<file path="src/design/dss_pkg.sv">
// Package for the dual stack block: sizes, operation and status codes,
// item, result and internal command types. No dependencies.
package dss_pkg;

	localparam int DEPTH       = 16;
	localparam int ADDR_W      = $clog2(DEPTH);
	localparam int CNT_W       = $clog2(DEPTH + 1);
	localparam int ADDR_TOP    = DEPTH - 1;
	localparam int WORD_W      = 32;
	localparam int QUEUE_DEPTH = 2;
	localparam int QPTR_W      = $clog2(QUEUE_DEPTH);
	localparam int QCNT_W      = $clog2(QUEUE_DEPTH + 1);

	localparam logic [2:0] OP_PUSH_X = 3'd0;
	localparam logic [2:0] OP_PUSH_Y = 3'd1;
	localparam logic [2:0] OP_POP_X  = 3'd2;
	localparam logic [2:0] OP_POP_Y  = 3'd3;
	localparam logic [2:0] OP_SHOW_X = 3'd4;
	localparam logic [2:0] OP_SHOW_Y = 3'd5;

	localparam logic [1:0] ST_OK    = 2'd0;
	localparam logic [1:0] ST_OVER  = 2'd1;
	localparam logic [1:0] ST_UNDER = 2'd2;

	// What the back end does with a queued command
	localparam logic [1:0] K_WRITE  = 2'd0;
	localparam logic [1:0] K_READ   = 2'd1;
	localparam logic [1:0] K_STATUS = 2'd2;

	typedef struct packed {
		logic [2:0]               op;
		logic signed [WORD_W-1:0] push_value;
	} item_t;

	typedef struct packed {
		logic signed [WORD_W-1:0] read_value;
		logic [1:0]               status;
		logic                     last;
	} result_t;

	typedef struct packed {
		logic [1:0]        kind;
		logic [ADDR_W-1:0] addr;
		logic [WORD_W-1:0] data;
		logic [1:0]        status;
		logic              last;
	} cmd_t;

endpackage

</file>
<file path="src/design/dss_ram.sv">
// Generic single-port RAM with registered read data.
// No dependencies.
module dss_ram #(
	parameter int WIDTH = 32,
	parameter int DEPTH = 16
) (
	input  logic                     clk,
	input  logic                     we,
	input  logic [$clog2(DEPTH)-1:0] addr,
	input  logic [WIDTH-1:0]         wdata,
	output logic [WIDTH-1:0]         rdata
);

	logic [WIDTH-1:0] mem_q [DEPTH];

	always_ff @(posedge clk) begin
		if (we) begin
			mem_q[addr] <= wdata;
		end
		rdata <= mem_q[addr];
	end

endmodule

</file>
<file path="src/design/dss_front.sv">
// Front end: accepts items, keeps both stack counts, classifies each item
// and expands show operations into one command per word. Uses dss_pkg.
module dss_front (
	input  logic          clk,
	input  logic          arst_n,
	input  logic          start,
	input  dss_pkg::item_t item,
	input  logic          q_full,
	output logic          busy,
	output logic          cmd_push,
	output dss_pkg::cmd_t  cmd
);

	logic [dss_pkg::CNT_W-1:0]  x_count_q, x_count_d;
	logic [dss_pkg::CNT_W-1:0]  y_count_q, y_count_d;
	logic                       show_q, show_d;
	logic                       down_q, down_d;
	logic [dss_pkg::CNT_W-1:0]  rem_q, rem_d;
	logic [dss_pkg::ADDR_W-1:0] cursor_q, cursor_d;
	logic [dss_pkg::CNT_W:0]    fill;
	logic                       full;
	logic                       accept;

	assign busy   = show_q || q_full;
	assign accept = start && !busy;
	assign fill   = {1'b0, x_count_q} + {1'b0, y_count_q};
	assign full   = fill >= (dss_pkg::CNT_W + 1)'(dss_pkg::DEPTH);

	always_comb begin
		x_count_d = x_count_q;
		y_count_d = y_count_q;
		show_d    = show_q;
		down_d    = down_q;
		rem_d     = rem_q;
		cursor_d  = cursor_q;
		cmd_push  = 1'b0;
		cmd       = '0;
		cmd.kind  = dss_pkg::K_STATUS;
		cmd.data  = item.push_value;
		cmd.last  = 1'b1;
		if (show_q) begin
			// advance through the stack, one word per transfer into the queue
			if (!q_full) begin
				cmd_push = 1'b1;
				cmd.kind = dss_pkg::K_READ;
				cmd.addr = cursor_q;
				cmd.last = rem_q == dss_pkg::CNT_W'(1);
				rem_d    = rem_q - dss_pkg::CNT_W'(1);
				cursor_d = down_q ? cursor_q - dss_pkg::ADDR_W'(1)
				                  : cursor_q + dss_pkg::ADDR_W'(1);
				if (rem_q == dss_pkg::CNT_W'(1)) begin
					show_d = 1'b0;
				end
			end
		end else if (accept) begin
			unique case (item.op)
				dss_pkg::OP_PUSH_X: begin
					cmd_push = 1'b1;
					if (full) begin
						cmd.status = dss_pkg::ST_OVER;
					end else begin
						cmd.kind  = dss_pkg::K_WRITE;
						cmd.addr  = dss_pkg::ADDR_W'(x_count_q);
						x_count_d = x_count_q + dss_pkg::CNT_W'(1);
					end
				end
				dss_pkg::OP_PUSH_Y: begin
					cmd_push = 1'b1;
					if (full) begin
						cmd.status = dss_pkg::ST_OVER;
					end else begin
						cmd.kind  = dss_pkg::K_WRITE;
						cmd.addr  = dss_pkg::ADDR_W'(dss_pkg::CNT_W'(dss_pkg::ADDR_TOP)
						                             - y_count_q);
						y_count_d = y_count_q + dss_pkg::CNT_W'(1);
					end
				end
				dss_pkg::OP_POP_X: begin
					cmd_push = 1'b1;
					if (x_count_q == '0) begin
						cmd.status = dss_pkg::ST_UNDER;
					end else begin
						cmd.kind  = dss_pkg::K_READ;
						cmd.addr  = dss_pkg::ADDR_W'(x_count_q - dss_pkg::CNT_W'(1));
						x_count_d = x_count_q - dss_pkg::CNT_W'(1);
					end
				end
				dss_pkg::OP_POP_Y: begin
					cmd_push = 1'b1;
					if (y_count_q == '0) begin
						cmd.status = dss_pkg::ST_UNDER;
					end else begin
						cmd.kind  = dss_pkg::K_READ;
						cmd.addr  = dss_pkg::ADDR_W'(dss_pkg::CNT_W'(dss_pkg::DEPTH)
						                             - y_count_q);
						y_count_d = y_count_q - dss_pkg::CNT_W'(1);
					end
				end
				dss_pkg::OP_SHOW_X: begin
					cmd_push = 1'b1;
					if (x_count_q == '0) begin
						cmd.status = dss_pkg::ST_UNDER;
					end else begin
						cmd.kind = dss_pkg::K_READ;
						cmd.addr = '0;
						cmd.last = x_count_q == dss_pkg::CNT_W'(1);
						show_d   = x_count_q != dss_pkg::CNT_W'(1);
						down_d   = 1'b0;
						rem_d    = x_count_q - dss_pkg::CNT_W'(1);
						cursor_d = dss_pkg::ADDR_W'(1);
					end
				end
				dss_pkg::OP_SHOW_Y: begin
					cmd_push = 1'b1;
					if (y_count_q == '0) begin
						cmd.status = dss_pkg::ST_UNDER;
					end else begin
						cmd.kind = dss_pkg::K_READ;
						cmd.addr = dss_pkg::ADDR_W'(dss_pkg::ADDR_TOP);
						cmd.last = y_count_q == dss_pkg::CNT_W'(1);
						show_d   = y_count_q != dss_pkg::CNT_W'(1);
						down_d   = 1'b1;
						rem_d    = y_count_q - dss_pkg::CNT_W'(1);
						cursor_d = dss_pkg::ADDR_W'(dss_pkg::ADDR_TOP - 1);
					end
				end
				default: begin
					// unused codes: drop the item
					cmd_push = 1'b0;
				end
			endcase
		end
	end

	always_ff @(posedge clk or negedge arst_n) begin
		if (!arst_n) begin
			x_count_q <= '0;
			y_count_q <= '0;
			show_q    <= 1'b0;
			down_q    <= 1'b0;
			rem_q     <= '0;
			cursor_q  <= '0;
		end else begin
			x_count_q <= x_count_d;
			y_count_q <= y_count_d;
			show_q    <= show_d;
			down_q    <= down_d;
			rem_q     <= rem_d;
			cursor_q  <= cursor_d;
		end
	end

endmodule

</file>
<file path="src/design/dss_queue.sv">
// Short command queue between front end and back end.
// Uses dss_pkg for the command type and depth.
module dss_queue (
	input  logic          clk,
	input  logic          arst_n,
	input  logic          push,
	input  dss_pkg::cmd_t  din,
	output logic          full,
	input  logic          pop,
	output dss_pkg::cmd_t  dout,
	output logic          empty
);

	dss_pkg::cmd_t               entry_q [dss_pkg::QUEUE_DEPTH];
	logic [dss_pkg::QPTR_W-1:0]  wr_ptr_q;
	logic [dss_pkg::QPTR_W-1:0]  rd_ptr_q;
	logic [dss_pkg::QCNT_W-1:0]  count_q;
	logic                        do_push;
	logic                        do_pop;

	assign full    = count_q == dss_pkg::QCNT_W'(dss_pkg::QUEUE_DEPTH);
	assign empty   = count_q == '0;
	assign do_push = push && !full;
	assign do_pop  = pop && !empty;
	assign dout    = entry_q[rd_ptr_q];

	always_ff @(posedge clk) begin
		if (do_push) begin
			entry_q[wr_ptr_q] <= din;
		end
	end

	always_ff @(posedge clk or negedge arst_n) begin
		if (!arst_n) begin
			wr_ptr_q <= '0;
			rd_ptr_q <= '0;
			count_q  <= '0;
		end else begin
			if (do_push) begin
				wr_ptr_q <= (wr_ptr_q == dss_pkg::QPTR_W'(dss_pkg::QUEUE_DEPTH - 1))
				            ? '0 : wr_ptr_q + dss_pkg::QPTR_W'(1);
			end
			if (do_pop) begin
				rd_ptr_q <= (rd_ptr_q == dss_pkg::QPTR_W'(dss_pkg::QUEUE_DEPTH - 1))
				            ? '0 : rd_ptr_q + dss_pkg::QPTR_W'(1);
			end
			count_q <= count_q + dss_pkg::QCNT_W'(do_push) - dss_pkg::QCNT_W'(do_pop);
		end
	end

endmodule

</file>
<file path="src/design/dss_back.sv">
// Back end: drains one command per cycle, performs the memory access and
// drives the result strobe. Uses dss_pkg and dss_ram.
module dss_back (
	input  logic            clk,
	input  logic            arst_n,
	input  logic            q_empty,
	input  dss_pkg::cmd_t    q_head,
	output logic            q_pop,
	output logic            strobe,
	output dss_pkg::result_t result
);

	logic                       valid_s1;
	logic [1:0]                 kind_s1;
	logic [1:0]                 status_s1;
	logic                       last_s1;
	logic [dss_pkg::WORD_W-1:0] rdata;

	// the receiver never stalls, so take the head whenever there is one
	assign q_pop = !q_empty;

	dss_ram #(
		.WIDTH(dss_pkg::WORD_W),
		.DEPTH(dss_pkg::DEPTH)
	) u_ram (
		.clk  (clk),
		.we   (q_pop && q_head.kind == dss_pkg::K_WRITE),
		.addr (q_head.addr),
		.wdata(q_head.data),
		.rdata(rdata)
	);

	always_ff @(posedge clk or negedge arst_n) begin
		if (!arst_n) begin
			valid_s1 <= 1'b0;
		end else begin
			valid_s1 <= q_pop;
		end
	end

	always_ff @(posedge clk) begin
		kind_s1   <= q_head.kind;
		status_s1 <= q_head.status;
		last_s1   <= q_head.last;
	end

	assign strobe            = valid_s1;
	assign result.read_value = (kind_s1 == dss_pkg::K_READ) ? rdata : '0;
	assign result.status     = status_s1;
	assign result.last       = last_s1;

endmodule

</file>
<file path="src/design/dual_stack_shared_memory.sv">
// Two stacks in one RAM: X grows up from word 0, Y grows down from the top word.
// A result strobes after its command passes through the queue and the RAM read.
// Push and pop accept one item per cycle while busy is low; a show of N words
// emits one word per cycle and holds busy until its last word is queued.
// Reset clears both counts and the queue; RAM contents are kept. No result stall.
module dual_stack_shared_memory (
	input  logic            clk,
	input  logic            arst_n,
	input  logic            start,
	output logic            busy,
	input  dss_pkg::item_t   item,
	output logic            strobe,
	output dss_pkg::result_t result
);

	logic          cmd_push;
	dss_pkg::cmd_t cmd;
	logic          q_full;
	logic          q_empty;
	logic          q_pop;
	dss_pkg::cmd_t q_head;

	dss_front u_front (
		.clk     (clk),
		.arst_n  (arst_n),
		.start   (start),
		.item    (item),
		.q_full  (q_full),
		.busy    (busy),
		.cmd_push(cmd_push),
		.cmd     (cmd)
	);

	dss_queue u_queue (
		.clk   (clk),
		.arst_n(arst_n),
		.push  (cmd_push),
		.din   (cmd),
		.full  (q_full),
		.pop   (q_pop),
		.dout  (q_head),
		.empty (q_empty)
	);

	dss_back u_back (
		.clk    (clk),
		.arst_n (arst_n),
		.q_empty(q_empty),
		.q_head (q_head),
		.q_pop  (q_pop),
		.strobe (strobe),
		.result (result)
	);

`ifndef ASSERT_OFF
	a_no_queue_overflow: assert property (@(posedge clk) disable iff (!arst_n)
		!(cmd_push && q_full))
		else $error("command dropped at full queue");

	a_strobe_follows_dequeue: assert property (@(posedge clk) disable iff (!arst_n)
		q_pop |=> strobe)
		else $error("dequeued command gave no result");

	a_error_has_zero_value: assert property (@(posedge clk) disable iff (!arst_n)
		(strobe && result.status != dss_pkg::ST_OK) |-> (result.read_value == '0))
		else $error("error result carries a nonzero word");

	a_error_is_last: assert property (@(posedge clk) disable iff (!arst_n)
		(strobe && result.status != dss_pkg::ST_OK) |-> result.last)
		else $error("error result not marked last");
`endif

endmodule

</file>
<file path="config.mk">
export PLATFORM = sky130hd
export DESIGN_NAME = dual_stack_shared_memory
export DESIGN_NICKNAME = d
export VERILOG_FILES = /design/src/design/dss_pkg.sv /design/src/design/dss_ram.sv /design/src/design/dss_front.sv /design/src/design/dss_queue.sv /design/src/design/dss_back.sv /design/src/design/dual_stack_shared_memory.sv
export SDC_FILE = /design/constraint.sdc
export NUM_CORES = 1
export LEC_CHECK = 0
export BUFFER_PORTS_ARGS = -buffer_cell sky130_fd_sc_hd__buf_4
export CAP_MARGIN = 20
export CORE_MARGIN = 2
export CORE_UTILIZATION = 30
export DETAILED_ROUTE_END_ITERATION = 16
export GPL_TIMING_DRIVEN = 0
export SYNTH_ARGS = -nofsm -noshare
export SYNTH_HDL_FRONTEND = slang
export SYNTH_SLANG_ARGS = --single-unit
</file>
<file path="constraint.sdc">
create_clock -name clk -period 5.2 [get_ports clk]
set_clock_uncertainty 0.05 [all_clocks]
set_input_delay 0.78 -clock clk [delete_from_list [all_inputs] [get_ports clk]]
set_output_delay 0.78 -clock clk [all_outputs]
set_load 0.05 [all_outputs]
</file>
==> results of run 1 <==
[cell type report]
class                   count  share of cell area
flip-flops and latches    657               0.646
multi-input cells         621               0.187
clock buffers              91              0.0628
well taps                1080              0.0454
repair buffers             94              0.0328
plain buffers              72              0.0116
clock inverters            34              0.0114
inverters                  23             0.00290
[routing by layer]
metal,vias up,wire (um),part of all wire
met5,-,13,0.00021
met3,109,4090,0.067
met1,7040,24900,0.41
met2,492,31000,0.50
li1,5908,-,-
met4,2,1380,0.022
[sequential cells by signal (all words and copies together) (netlist names)]
signal and count:
u_back.kind_s1 2, u_back.last_s1 1, u_back.status_s1 2, u_back.strobe 1, u_back.u_ram.mem_q 512, u_back.u_ram.rdata 32, u_front.cursor_q 4, u_front.down_q 1
u_front.rem_q 5, u_front.show_q 1, u_front.x_count_q 5, u_front.y_count_q 5, u_queue.count_q 2, u_queue.entry_q 82, u_queue.rd_ptr_q 1, u_queue.wr_ptr_q 1
[power by group through the flow]
stage | clock [mW] | sequential [mW] | combinational, mW
2_1_floorplan | 0 | 7.73 | 4.50
3_3_place_gp | 0 | 7.80 | 6.87
3_5_place_dp | 0 | 7.76 | 7.25
4_1_cts | 4.90 | 7.66 | 7.26
5_1_grt | 5.09 | 7.72 | 7.72
6_report | 4.79 | 7.65 | 7.18
[worst max path at each step]
stage | startpoint | end | cells after the start
final | u_queue.rd_ptr_q | u_back.u_ram.mem_q[13][18] | 6
after global routing | u_queue.rd_ptr_q | u_back.u_ram.mem_q[13][23] | 6
after CTS | u_queue.rd_ptr_q | u_back.u_ram.mem_q[13][29] | 6
after detailed placement | u_queue.rd_ptr_q | u_back.u_ram.mem_q[13][18] | 6
after global placement | start | u_queue.entry_q[0][20] | 5
after floorplan | start | u_queue.entry_q[0][0] | 4
[cell families (layout without fill, tap and decap cells)]
logic type | count (synthesis) | count (layout) | synth area share
DFF | 657 | 657 | 0.766
AOI/OAI and AO/OA | 301 | 301 | 0.0850
and+or+nand+nor | 175 | 175 | 0.0387
muxes | 111 | 111 | 0.0782
buffers and inverters | 95 | 314 | 0.0172
xor gates and xnor gates | 18 | 18 | 0.00628
adders and majority gates | 16 | 16 | 0.00828
[synth_stat cells (all sizes together) (14+ instances only)]
master  count
inv        21
or3        32
mux4       64
a21oi      76
mux2       39
clkbuf     52
a22o       34
edfxtp    594
ha         15
o21ai      14
dfrtp      26
nand2      18
buf        20
and2       35
dfxtp      37
a22oi     131
nor2       37
[worst register-to-register path, delay by kind of cell (launching register included)]
kind                   cells  cell delay [ps]
buffers and inverters      3             1260
AND/OR/NAND/NOR            2             1340
flip-flops                 1              420
multiplexers               1              890
[metrics by stage]
| step | total power, mW | cell area (um2) | setup TNS, ps | utilization | cells |
|---|---|---|---|---|---|
| floorplan | 12.2 | 25100 | 0 | - | 1373 |
| global placement | 14.7 | 27000 | -289310 | 0.324 | 2527 |
| detailed placement | 15.0 | 27500 | 0 | 0.331 | 2546 |
| CTS | 19.8 | 29700 | 0 | 0.357 | 2671 |
| global route | 20.5 | 29800 | 0 | 0.357 | 2672 |
| finish | 19.6 | 29800 | 0 | 0.357 | 2672 |
==> results.cfg, run 1 <==
[setup_path]
r2r_cells = 6
crit_required_ps = 5450
critPathArrivalTime_ps = 4530
crit_type = reg -> reg
crit_path_max_fanout = 20
rr_endpoint = u_back.u_ram.mem_q[13][18]
r2r_slack_ps = 920
crit_path_max_incr_delay_ps = 890
crit_path_end_kind = flip-flop
crit-reg2reg-launch = u_queue.rd_ptr_q
cp_num_buf_inv = 3
path_delay_family = simple AND/OR/NAND/NOR gates
cp_slowest_cell = nor2_4
cp-start-kind = flip-flop
path_cells = mux2i_1 > buf_2 > buf_1 > nand3b_1 > nor2_4 > buf_16

[drt]
ant_nets = 0
drc = 0
vias = 13600
finalWirelength_um = 61400
viasPerCell = 5.07
routedWlPerCell_um = 23.0
firstDrtPassIters = 5
first_iter_violations = 1194

[clock_network]
cts_hold_buf = 0
clk_latency_ps = 610
cts_setup_buffers = 0
clock_sinks = 657
cts.repair.resized = 0
cts_inserted_buffers = 69
clk_pin_slew_ps = 60
h-tree-depth = 3
clock-root-buffer = clkbuf_16
clockBufferDepth = 3
cts_tree = yes

[pwr]
p_leak_nw = 9.72
combPwrFrac = 0.366
pwr-share-clk = 0.244
ir_worst_vdd_uv = 285
swShare = 0.359
cellPowerDensity_nw_per_um2 = 659
internal_power_mw = 12.6
p_seq_frac = 0.390
p_sw_mw = 7.04

[timing]
grt_setup_unrepaired = no
layout_setup_ws_ps = 922
fmax_mhz = 234
finalCriticalPeriod_ps = 4280
holdWs_ps = 42.1
finalCritPeriodShare = 0.823
tightestPinTransition_ps = 1250
setup_viol_count_final = 0
hold_viol = 0
drv_slew = 0
relSlewSlack = 0.168

[floorplan]
io_pins = 75
initial_utilization = 0.301
die-area_um2 = 86000
rows = 106
core_um2 = 83300
die_h_um = 293
die_w_um = 293

[global_routing]
grt_pass1_vias = 14200
grt_util_met2 = 0.243
grt_overflow = 0
grt_busiest_layer = met2
grt_pass1_wl_um = 90800
grt_util_met3 = 0.0306
antenna_found_initial = 1
grt_use_met1 = 0.182
track_usage = 0.142
grt_max_degree = 27

[yosys]
yosys.area.top_type_share = 0.711
yosysTopAreaCell = edfxtp_1
yosys_warnings = 0
ys_types = 65
synthCells = 1373
synth_nets = 1427
ys_seq_area_frac = 0.766
netlist_area_um2 = 25100
synthFlopType = edfxtp_1
synthArstFlopShare = 0.0396
ys_seq_elements = 657
synth.top_cells.by_area = edfxtp_1, mux4_2, a22oi_1
syn_area_per_cell_um2 = 18.3
synth_edf_count = 594

[min_path]
min-delay-path-class = in -> async

[place]
gp_congestion = 0.817
place_ws_ps = 939
port_buffers = 74
hpwl_um = 39300

[layout]
areaGrowthSynthToFinish_pct = 18.6
nFillCells = 7718
final_cell_mix = edfxtp_1, a22oi_1, buf_4
nets = 1592
drive_above_1_share = 0.217
multiInputGateArea_um2 = 5560
layout_commonest_cell = edfxtp_1
seq_area_um2 = 19200
diodes = 0

[flow_run]
maxCapViolations = 0

[run_status]
outcome = finished clean
No activity file was read; power rests on OpenSTA's default activity.
==> run 2: changes to the inputs <==
clock period = 3.9 ns   (was 5.2 ns; I/O delays follow)
==> run 2 against run 1 <==
  * Sequential power grew 33%
  * Die area is the same
  * Global-route usage grew 0.098 points
  * Count of clock-buffer cells in the layout is the same
  * First-iteration DRC count grew 11%
  * Critical path type unchanged
==> results.cfg, run 2 (synthesis gave the netlist of run 1 again) <==
[layout]
layout_commonest_cell = edfxtp_1
largestRegisters = u_back.u_ram.mem_q: 512 flops, u_queue.entry_q: 82 flops, u_back.u_ram.rdata: 32 flops
largest_reg_flops = 512
areaGrowthSynthToFinish_pct = 19.4
stdcell_area_um2 = 29900
largest_register = u_back.u_ram.mem_q
final_cell_mix = edfxtp_1, a22oi_1, buf_4
nets = 1607
final_cells = 2688
drive_above_1_share = 0.224

[drt]
firstDrtPassIters = 5
finalWirelength_um = 62300
vias = 13600
first_iter_violations = 1331
met1Wirelength_um = 24900
ant_nets = 0
viasPerCell = 5.07
highest_layer = met5
routedWlPerCell_um = 23.2
dr_wl_met2_um = 31200
drc = 0
wl_met3_um = 4560

[setup_path]
crit_path_max_fanout = 24
r2r_slack_ps = 120
rr_endpoint = u_back.u_ram.mem_q[0][26]
crit_type = reg -> reg
crit_path_end_kind = flip-flop
worstSetupStartpoint = u_queue.rd_ptr_q
crit-reg2reg-launch = u_queue.rd_ptr_q
critPathArrivalTime_ps = 4010
r2r_cells = 6
endpoint = u_back.u_ram.mem_q[0][26]
crit_required_ps = 4130
cp-start-kind = flip-flop

[clock_network]
clock_sinks = 657
clk_latency_ps = 610
cts_tree = yes
clockBufferDepth = 3
clk_pin_slew_ps = 60
cts_inserted_buffers = 69
clock-root-buffer = clkbuf_16
h-tree-depth = 3

[global_routing]
grt_pass1_vias = 14300
grt_overflow = 0
grt_max_degree = 27
antenna_found_initial = 1
grt_pass1_wl_um = 91400
track_usage = 0.143

[timing]
tightestPinTransition_ps = 1190
grt_setup_unrepaired = no
setup_viol_count_final = 0
drv_slew = 0
holdWs_ps = 104
finalCriticalPeriod_ps = 3780
finalCritPeriodShare = 0.968
hold_viol = 0
relSlewSlack = 0.206
fmax_mhz = 265

[run_status]
outcome = finished clean

[floorplan]
io_pins = 75
initial_utilization = 0.301
core_um2 = 83300
die_h_um = 293
die_w_um = 293
rows = 106
die-area_um2 = 86000

[pwr]
cellPowerDensity_nw_per_um2 = 878
ir_worst_vdd_uv = 376
p_leak_nw = 9.80
power_mw = 26.3

[min_path]
min-delay-path-class = in -> reg
holdPathStages = 1

[place]
gp_congestion = 0.817
place_inst = 2546
port_buffers = 74
hpwl_um = 39300
place_area_um2 = 27500

[flow_run]
maxCapViolations = 0
==> run 2: report_power, final <==
group | internal, mW | switching (mW) | total (mW)
Combinational | 3.29 | 6.38 | 9.67
Clock | 3.69 | 2.72 | 6.41
Sequential | 9.84 | 0.362 | 10.2
==> run 2: repair_timing <==
item	4_1_cts	5_1_grt
cloned	1	0
hold buffers	1	0
endpoints found under the setup margin	231	61
pin swaps	4	3
resized for setup	2	0
buffers inserted	7	5
endpoints found under the hold margin	26	0
==> run 2: worst min path at each step <==
stage | from | to
floorplan | arst_n | u_back.strobe
global placement | u_queue.entry_q[1][1] | u_back.status_s1[0]
detailed placement | u_queue.entry_q[1][2] | u_back.status_s1[1]
CTS | item[12] | u_queue.entry_q[0][15]
global route | item[11] | u_queue.entry_q[1][14]
finish | item[13] | u_queue.entry_q[1][16]
==> run 2: routing by layer <==
layer	GRT usage	vias to the layer above
li1	-	5940
met1	0.182	7014
met2	0.244	543
met3	0.0320	128
met4	0.0460	2
met5	0	-
==> run 2: cell type report <==
type                            count  area [um2]
Fill cell                        7695       53300
Antenna cell                        1        2.50
Clock inverter                     34         338
Inverter                           23        86.3
Timing Repair Buffer              108        1150
Buffer                             72         344
Multi-Input combinational cell    622        5580
Sequential cell                   657       19200
Tap cell                         1080        1350
Clock buffer                       91        1870
==> run 2: through the flow <==
stage | util | setup TNS, ps | worst slack, ps
2_1_floorplan | - | 0 | 213
3_3_place_gp | 0.324 | -1001990 | -2210
3_5_place_dp | 0.331 | -32790 | -361
4_1_cts | 0.359 | 0 | 5.49
5_1_grt | 0.359 | 0 | 20.5
6_report | 0.360 | 0 | 123
==> run 2: worst max-delay path, cell delays in order, from the launching register on <==
cell and delay [ps]:
dfrtp_1 440, mux2i_2 680, buf_2 450, buf_1 510, nand3_1 500, nor2_4 510
buf_12 280
